==> src/rtl/fru_pkg.sv <==
// ----------------------------------------------------------------------------
// fru_pkg
// Shared widths, constants and the sideband type of the reflectance pipeline.
// ----------------------------------------------------------------------------
package fru_pkg;

  // vector format
  localparam int VEC_W         = 16;
  localparam int VEC_FRAC_BITS = 14;
  localparam int PROD_W        = 2 * VEC_W;
  localparam int DOT_W         = PROD_W + 2;

  // alignment of the dot product magnitude to Q1.30
  localparam int MAG_SH_L = (2 * VEC_FRAC_BITS < 30) ? (30 - 2 * VEC_FRAC_BITS) : 0;
  localparam int MAG_SH_R = (2 * VEC_FRAC_BITS >= 30) ? (2 * VEC_FRAC_BITS - 30) : 0;
  localparam int SHIFT_W  = DOT_W + MAG_SH_L;

  // index format
  localparam int IDX_W = 14;
  localparam logic [IDX_W-1:0] IDX_ONE    = IDX_W'(4096);
  localparam logic [IDX_W-1:0] IDX_RESET  = IDX_W'(6144);

  // Q1.30 cosine / sine values and their Q1.60 squares
  localparam int MAG_W  = 31;
  localparam int RAD_W  = 61;
  localparam int ROOT_W = 31;
  localparam logic [MAG_W-1:0] ONE_Q30 = MAG_W'(64'd1 << 30);
  localparam logic [RAD_W-1:0] ONE_Q60 = RAD_W'(64'd1 << 60);

  // snell divider: quotient bits below one
  localparam int SN_NUM_W = ROOT_W + IDX_W;
  localparam int SN_Q_W   = 30;

  // amplitude ratio divider
  localparam int RR_NUM_W  = MAG_W + IDX_W + 1;
  localparam int RR_FRAC   = 16;
  localparam int RR_Q_W    = RR_FRAC + 1;
  localparam int RR_REM_W  = RR_NUM_W + RR_FRAC;

  // output format
  localparam int OUT_W = 16;
  localparam logic [OUT_W-1:0] OUT_ONE = OUT_W'(32768);

  // sideband carried along the long arithmetic pipes
  typedef struct packed {
    logic             tir;
    logic [MAG_W-1:0] mag;
    logic [IDX_W-1:0] etai;
    logic [IDX_W-1:0] etat;
  } side_t;

endpackage

==> src/rtl/fru_sqrt_pipe.sv <==
// ----------------------------------------------------------------------------
// fru_sqrt_pipe
// Pipelined floor square root, one root bit per register stage.
// ----------------------------------------------------------------------------
module fru_sqrt_pipe (
  input  logic                       clk_i,
  input  logic                       rst_ni,
  input  logic                       en_i,
  input  logic                       vld_i,
  input  logic [fru_pkg::RAD_W-1:0]  rad_i,
  input  fru_pkg::side_t             side_i,
  output logic                       vld_o,
  output logic [fru_pkg::ROOT_W-1:0] root_o,
  output fru_pkg::side_t             side_o
);
  import fru_pkg::*;

  logic              vld_q  [ROOT_W];
  logic [RAD_W-1:0]  rem_q  [ROOT_W];
  logic [ROOT_W-1:0] root_q [ROOT_W];
  side_t             side_q [ROOT_W];

  for (genvar j = 0; j < ROOT_W; j++) begin : g_stage
    localparam int K = ROOT_W - 1 - j;
    logic              vld_in;
    logic [RAD_W-1:0]  rem_in;
    logic [ROOT_W-1:0] root_in;
    side_t             side_in;
    logic [RAD_W+1:0]  trial;

    if (j == 0) begin : g_first
      assign vld_in  = vld_i;
      assign rem_in  = rad_i;
      assign root_in = '0;
      assign side_in = side_i;
    end else begin : g_next
      assign vld_in  = vld_q[j-1];
      assign rem_in  = rem_q[j-1];
      assign root_in = root_q[j-1];
      assign side_in = side_q[j-1];
    end

    // trial subtrahend (2r + 2^k) * 2^k for root bit k
    assign trial = ((RAD_W+2)'(root_in) << (K + 1)) + ((RAD_W+2)'(1) << (2 * K));

    always_ff @(posedge clk_i or negedge rst_ni) begin
      if (!rst_ni) begin
        vld_q[j] <= 1'b0;
      end else if (en_i) begin
        vld_q[j] <= vld_in;
      end
    end

    always_ff @(posedge clk_i) begin
      if (en_i) begin
        side_q[j] <= side_in;
        if ((RAD_W+2)'(rem_in) >= trial) begin
          rem_q[j]  <= rem_in - trial[RAD_W-1:0];
          root_q[j] <= root_in | (ROOT_W'(1) << K);
        end else begin
          rem_q[j]  <= rem_in;
          root_q[j] <= root_in;
        end
      end
    end
  end

  assign vld_o  = vld_q[ROOT_W-1];
  assign root_o = root_q[ROOT_W-1];
  assign side_o = side_q[ROOT_W-1];

endmodule

==> config.mk <==
export PLATFORM = sky130hd
export DESIGN_NAME = fru_sqrt_pipe
export DESIGN_NICKNAME = d
export VERILOG_FILES = /design/src/rtl/fru_pkg.sv /design/src/rtl/fru_sqrt_pipe.sv
export SDC_FILE = /design/constraint.sdc
export NUM_CORES = 2
export LEC_CHECK = 0
export CORE_AREA = 2 2 617 619
export DETAILED_ROUTE_END_ITERATION = 10
export DIE_AREA = 0 0 619 621
export DONT_BUFFER_PORTS = 1
export GPL_ROUTABILITY_DRIVEN = 0
export SLEW_MARGIN = 15
export SYNTH_ARGS = -nofsm -noshare
export SYNTH_HDL_FRONTEND = slang
export SYNTH_MEMORY_MAX_BITS = 65536
export SYNTH_SLANG_ARGS = --single-unit
export TNS_END_PERCENT = 1
==> constraint.sdc <==
create_clock -name clk_i -period 5.2 [get_ports clk_i]
set_clock_uncertainty 0.15 [all_clocks]
set_input_delay 0.78 -clock clk_i [delete_from_list [all_inputs] [get_ports clk_i]]
set_output_delay 0.78 -clock clk_i [all_outputs]
set_load 0.05 [all_outputs]
# ---- Word-level counts from Yosys, hierarchy flattened
# Memories as Yosys holds them, arrays and structs flattened.
# Cells that the tools add are included.
dict set report word_totals {
  latchBits 0
  mem_bits_ro 0
  wordCells 438
  mem_bits_rw 4712
  regBits 31
  out_inout_bits 92
  n_memories 3
  inputBits 125
}
dict set report op_classes {
  eq_ne 0
  n_mul 0
  n_div 0
  magnitude_cmp 31
  bitwise 62
  mux 250
  n_shift 0
  n_addsub 61
  reduce_logical 0
}
# name words width read_ports rd_ports_with_merged_regs wr line_no
set memory_table {}
lappend memory_table {rem_q 31 61 30 0 31 fru_sqrt_pipe.sv:19} ;# logic [RAD_W-1:0] rem_q [ROOT_W];
lappend memory_table {side_q 31 60 31 0 31 fru_sqrt_pipe.sv:21} ;# side_t side_q [ROOT_W];
lappend memory_table {root_q 31 31 31 0 31 fru_sqrt_pipe.sv:20} ;# logic [ROOT_W-1:0] root_q [ROOT_W];
# cell count
set op_table {}
lappend op_table {{$mux 61} 31}
lappend op_table {{$mux 31} 31}
lappend op_table {{$mux 1} 188}
lappend op_table {{$sub 61x61->61} 2}
lappend op_table {{$add 61x59->62 const B} 1}
lappend op_table {{$ge 61x62->1} 1}
lappend op_table {{$or 1x1->1} 62}
lappend op_table {{$add 60x57->61 const B} 1}
lappend op_table {{$ge 61x33->1} 1}
lappend op_table {{$ge 61x34->1} 1}
lappend op_table {{$ge 61x35->1} 1}
lappend op_table {{$ge 61x36->1} 1}
lappend op_table {{$ge 61x37->1} 1}
lappend op_table {{$ge 61x38->1} 1}
lappend op_table {{$ge 61x39->1} 1}
lappend op_table {{$ge 61x40->1} 1}
lappend op_table {{$ge 61x41->1} 1}
lappend op_table {{$ge 61x42->1} 1}
lappend op_table {{$ge 61x43->1} 1}
lappend op_table {{$ge 61x44->1} 1}
lappend op_table {{$ge 61x45->1} 1}
lappend op_table {{$ge 61x46->1} 1}
lappend op_table {{$ge 61x47->1} 1}
lappend op_table {{$ge 61x48->1} 1}
lappend op_table {{other kinds (71)} 71}

# ---- Logic depth before layout (Yosys ltp)
# An unclocked memory read counts as a cell.
dict set report logic_depth {
  word_depth 7
  depth_mapped 15
  ltp_nobuf 12
}

# ---- Least setup slack after synthesis
# OpenSTA, ideal clock, no wires.
dict set report synth_path {
  path_type {input to register}
  from {in en_i}
  to {mem rem_q[29][0], in the netlist rem_q[1][793] (enable)}
  path_stages 4
  arrival_ps 4077
  required_ps 4568
  path_buffers 4
  slack_ps 491
  path_cell_list {clkbuf_1 clkbuf_1 clkbuf_1 clkbuf_1}
}
# item line_no
set synth_lines {}
lappend synth_lines {{start, declared} fru_sqrt_pipe.sv:8} ;# input logic en_i,
lappend synth_lines {{end, declared} fru_sqrt_pipe.sv:19}

==> results.py <==
metrics = {
    "place": {
        "dp_slack_ps": -3300,
        "port_buffers": 0,
        "dp_hpwl_mm": 238,
        "dp_cells": 16000,
        "dpl_cell_area_um2": 177000,
    },
    "cells_and_area": {
        "finalNetCount": 12200,
        "synthToLayoutAreaGrowth_pct": 13.9,
        "multi_input_area_um2": 39700,
        "regArea_um2": 126000,
        "instances_no_fill": 17000,
        "final_area_um2": 193000,
        "utilization_pct": 51.1,
        "drive_gt1_share_pct": 8.51,
        "nFillCells": 30800,
    },
    "power": {
        "p_leak_nw": 69.3,
        "p_int_mw": 64.0,
        "peakVddDrop_uv": 361,
        "powerDensity_nw_per_um2": 448,
        "clkPwrFrac_pct": 34.9,
        "power.total_mw": 86.4,
        "pwr-share-seq_pct": 51.0,
        "p_comb_share_pct": 14.1,
        "p_sw_share_pct": 26.0,
        "power.switching_mw": 22.5,
    },
    "logic_synthesis": {
        "synth_area_um2": 169000,
        "async_flop_share_pct": 0.735,
        "synth.most_common_cell": "edfxtp_1",
        "synth_edf_count": 4186,
        "synth_common_cells": "4,186 x edfxtp_1, 740 x nand2_1, 653 x inv_1, 549 x o21ai_0, 523 x ha_1",
        "ys.flop_type": "edfxtp_1",
        "yosysUniqueCellTypes": 88,
        "yosys_warnings": 0,
        "synth_area_leaders": "edfxtp_1 74%, ha_1 3.9%, xnor2_1 2.1%, xor2_1 2.0%, nand2_1 1.6%",
        "synth_area_leader_cell": "edfxtp_1",
        "avgSynthCellArea_um2": 15.4,
        "ys_seq_area_share_pct": 74.7,
        "syn_inst": 11000,
        "synth_top_area_share_pct": 74.2,
        "ys_ff_latch": 4217,
        "syn-num-nets": 11600,
    },
    "route": {
        "num_vias": 90900,
        "drt_first_pass_iters": 8,
        "via_per_inst": 5.36,
        "ant_nets": 0,
        "wire_per_inst_um": 20.1,
        "drc_errors": 0,
        "wirelength_mm": 341,
        "drt_iter0_drc": 7044,
    },
    "worst_hold_path": {
        "hold_class": "primary input to async pin",
    },
    "setup_path": {
        "cp_slowest_cell": "buf_16",
        "startpoint_type": "primary input",
        "critPathCaptureType": "flip-flop",
        "cp.arrival_ps": 5360,
        "cp_common_cell": "buf_16",
        "critical_path.max_fanout": 126,
        "reg2reg_setup_slack_ps": 490,
        "path_cells": "buf_16 -> buf_16 -> buf_16 -> buf_16 -> buf_16 -> buf_16 -> buf_16 -> nand3b_1 -> or3_1 -> a311oi_4 -> a41oi_1 -> nand3_1 -> nor3_1 -> xor2_1",
        "critical_path_class": "primary input to flip-flop",
        "critPathMaxStageDelay_ps": 410,
        "crit_required_ps": 5680,
    },
    "floorplanning": {
        "die_area_um2": 384000,
        "boundaryPins": 217,
        "rows": 226,
        "core_um2": 378000,
        "fp.dieW_um": 619,
        "die_h_um": 621,
        "initial_utilization_pct": 44.8,
    },
    "clock_tree": {
        "cts_buffers": 437,
        "htreeDepth": 5,
        "cts-root-buf": "clkbuf_16",
        "clk_latency_ps": 980,
        "clk_pin_slew_ps": 60,
        "clock_path_buffers": 4,
        "tritoncts": "done",
        "post-cts-setup-buffers": 0,
        "cts_num_sinks": 4217,
    },
    "global_route": {
        "grt_pass1_vias": 93800,
        "grt_max_degree": 258,
        "use_met3_pct": 2.63,
        "grt_pass1_wl_mm": 524,
        "grt-ovfl-total": 0,
        "gr-max-usage-layer": "met2",
        "grtUsageMet2_pct": 32.6,
        "antenna_found_initial": 14,
        "met1_usage_pct": 17.9,
        "grtUsageTotal_pct": 17.4,
    },
    "status": {
        "status": "completed",
    },
    "sta": {
        "hold_viol_final": 0,
        "period_needed_ps": 4880,
        "slew_violations": 0,
        "max_clock_freq_mhz": 205,
        "setup_ws_ps": 319,
        "setup-tns-final_ps": 0,
        "grt_setup_unrepaired": "true",
        "setup_viol": 0,
        "period_share_pct": 93.9,
        "tightest_slew_ps": 1300,
        "holdWs_ps": 122,
        "slew_headroom_pct": 13.6,
    },
    "job": {
        "cap_violations": 0,
    },
}
repair_timing:
action                     4_1_cts  5_1_grt
hold endpoints to repair       249        0
hold buffers                   125        0
resized for setup                1        4
pin swaps                        0        0
gates cloned                    11        3
setup endpoints to repair     1055      197
cell type report:
class	instances	share of cell area, %
inverters	653	1.27
diodes	9	0.0117
clock inverters	263	1.34
repair buffers	352	2.05
clock buffers	543	5.94
flip-flops and latches	4217	65.6
well taps	5016	3.25
multi-input cells	5903	20.6
sequential cells by signal (all words and copies together) (netlist names):
register,count
side_q,1860
rem_q,1830
g_stage.vld_in,30
vld_o,1
root_q,496
power by group through the flow:
| stage | combinational [mW] | clock, mW | sequential (mW) |
|---|---|---|---|
| floorplan | 8.69 | 0 | 43.6 |
| global placement | 11.4 | 0 | 44.7 |
| detailed placement | 11.9 | 0 | 44.8 |
| CTS | 12.1 | 31.1 | 44.0 |
| global route | 13.5 | 32.4 | 44.4 |
| finish | 12.2 | 30.2 | 44.1 |
layer usage:
layer | wire (µm) | part of all wire [%] | vias up
met3 | 14100 | 4.1 | 1077
met5 | 0 | 0 | -
met2 | 182000 | 53 | 2641
met4 | 23800 | 7.0 | 0
met1 | 121000 | 35 | 44200
li1 | - | - | 42900
cell usage in the layout (no fill, tap or decap), drive strengths merged, types with 172 or more instances in the layout:
| master | n |
|---|---|
| edfxtp | 4186 |
| nand2 | 740 |
| inv | 672 |
| o21ai | 551 |
| clkbuf | 546 |
| ha | 523 |
| nor2 | 496 |
| a21oi | 434 |
| xnor2 | 415 |
| xor2 | 378 |
| nor4 | 331 |
| nor3 | 256 |
| a21o | 247 |
| buf | 215 |
| clkinv | 187 |
| nand3 | 172 |
cells by family after synthesis:
group                    Yosys count  share of synthesized area (%)
adder cells (fa/ha/maj)          524                           3.88
XOR/XNOR                         793                           4.10
AO/OA/AOI/OAI                   1739                           6.41
multiplexers                      94                          0.618
buffers and inverters            873                           1.94
AND/OR/NAND/NOR                 2753                           8.35
flip-flops                      4217                           74.7
worst max-delay path: cells and delay by family:
family	cells	cell delay, ps
buffers and inverters	7	2420
and+or+nand+nor	4	940
AOI/OAI and AO/OA	2	470
xor gates and xnor gates	1	160
path summary, 6_finish.rpt:
path	start	endpoint	depth (start not counted)
worst min register to register	side_q[0][779]$_DFFE_PP_	side_q[0][839]$_DFFE_PP_	0
worst max register to register	rem_q[0][887]$_DFFE_PP_	rem_q[0][973]$_DFFE_PP_	11
worst max-delay path	en_i	rem_q[1][362]$_DFFE_PP_	14
worst min-delay path	rst_ni	g_stage[1].vld_in$_DFFE_PN0P_	2
min in group clk_i	en_i	side_q[0][14]$_DFFE_PP_	1
max in group asynchronous	rst_ni	g_stage[30].vld_in$_DFFE_PN0P_	2
Note: power is estimated with default switching activity, not from simulation.
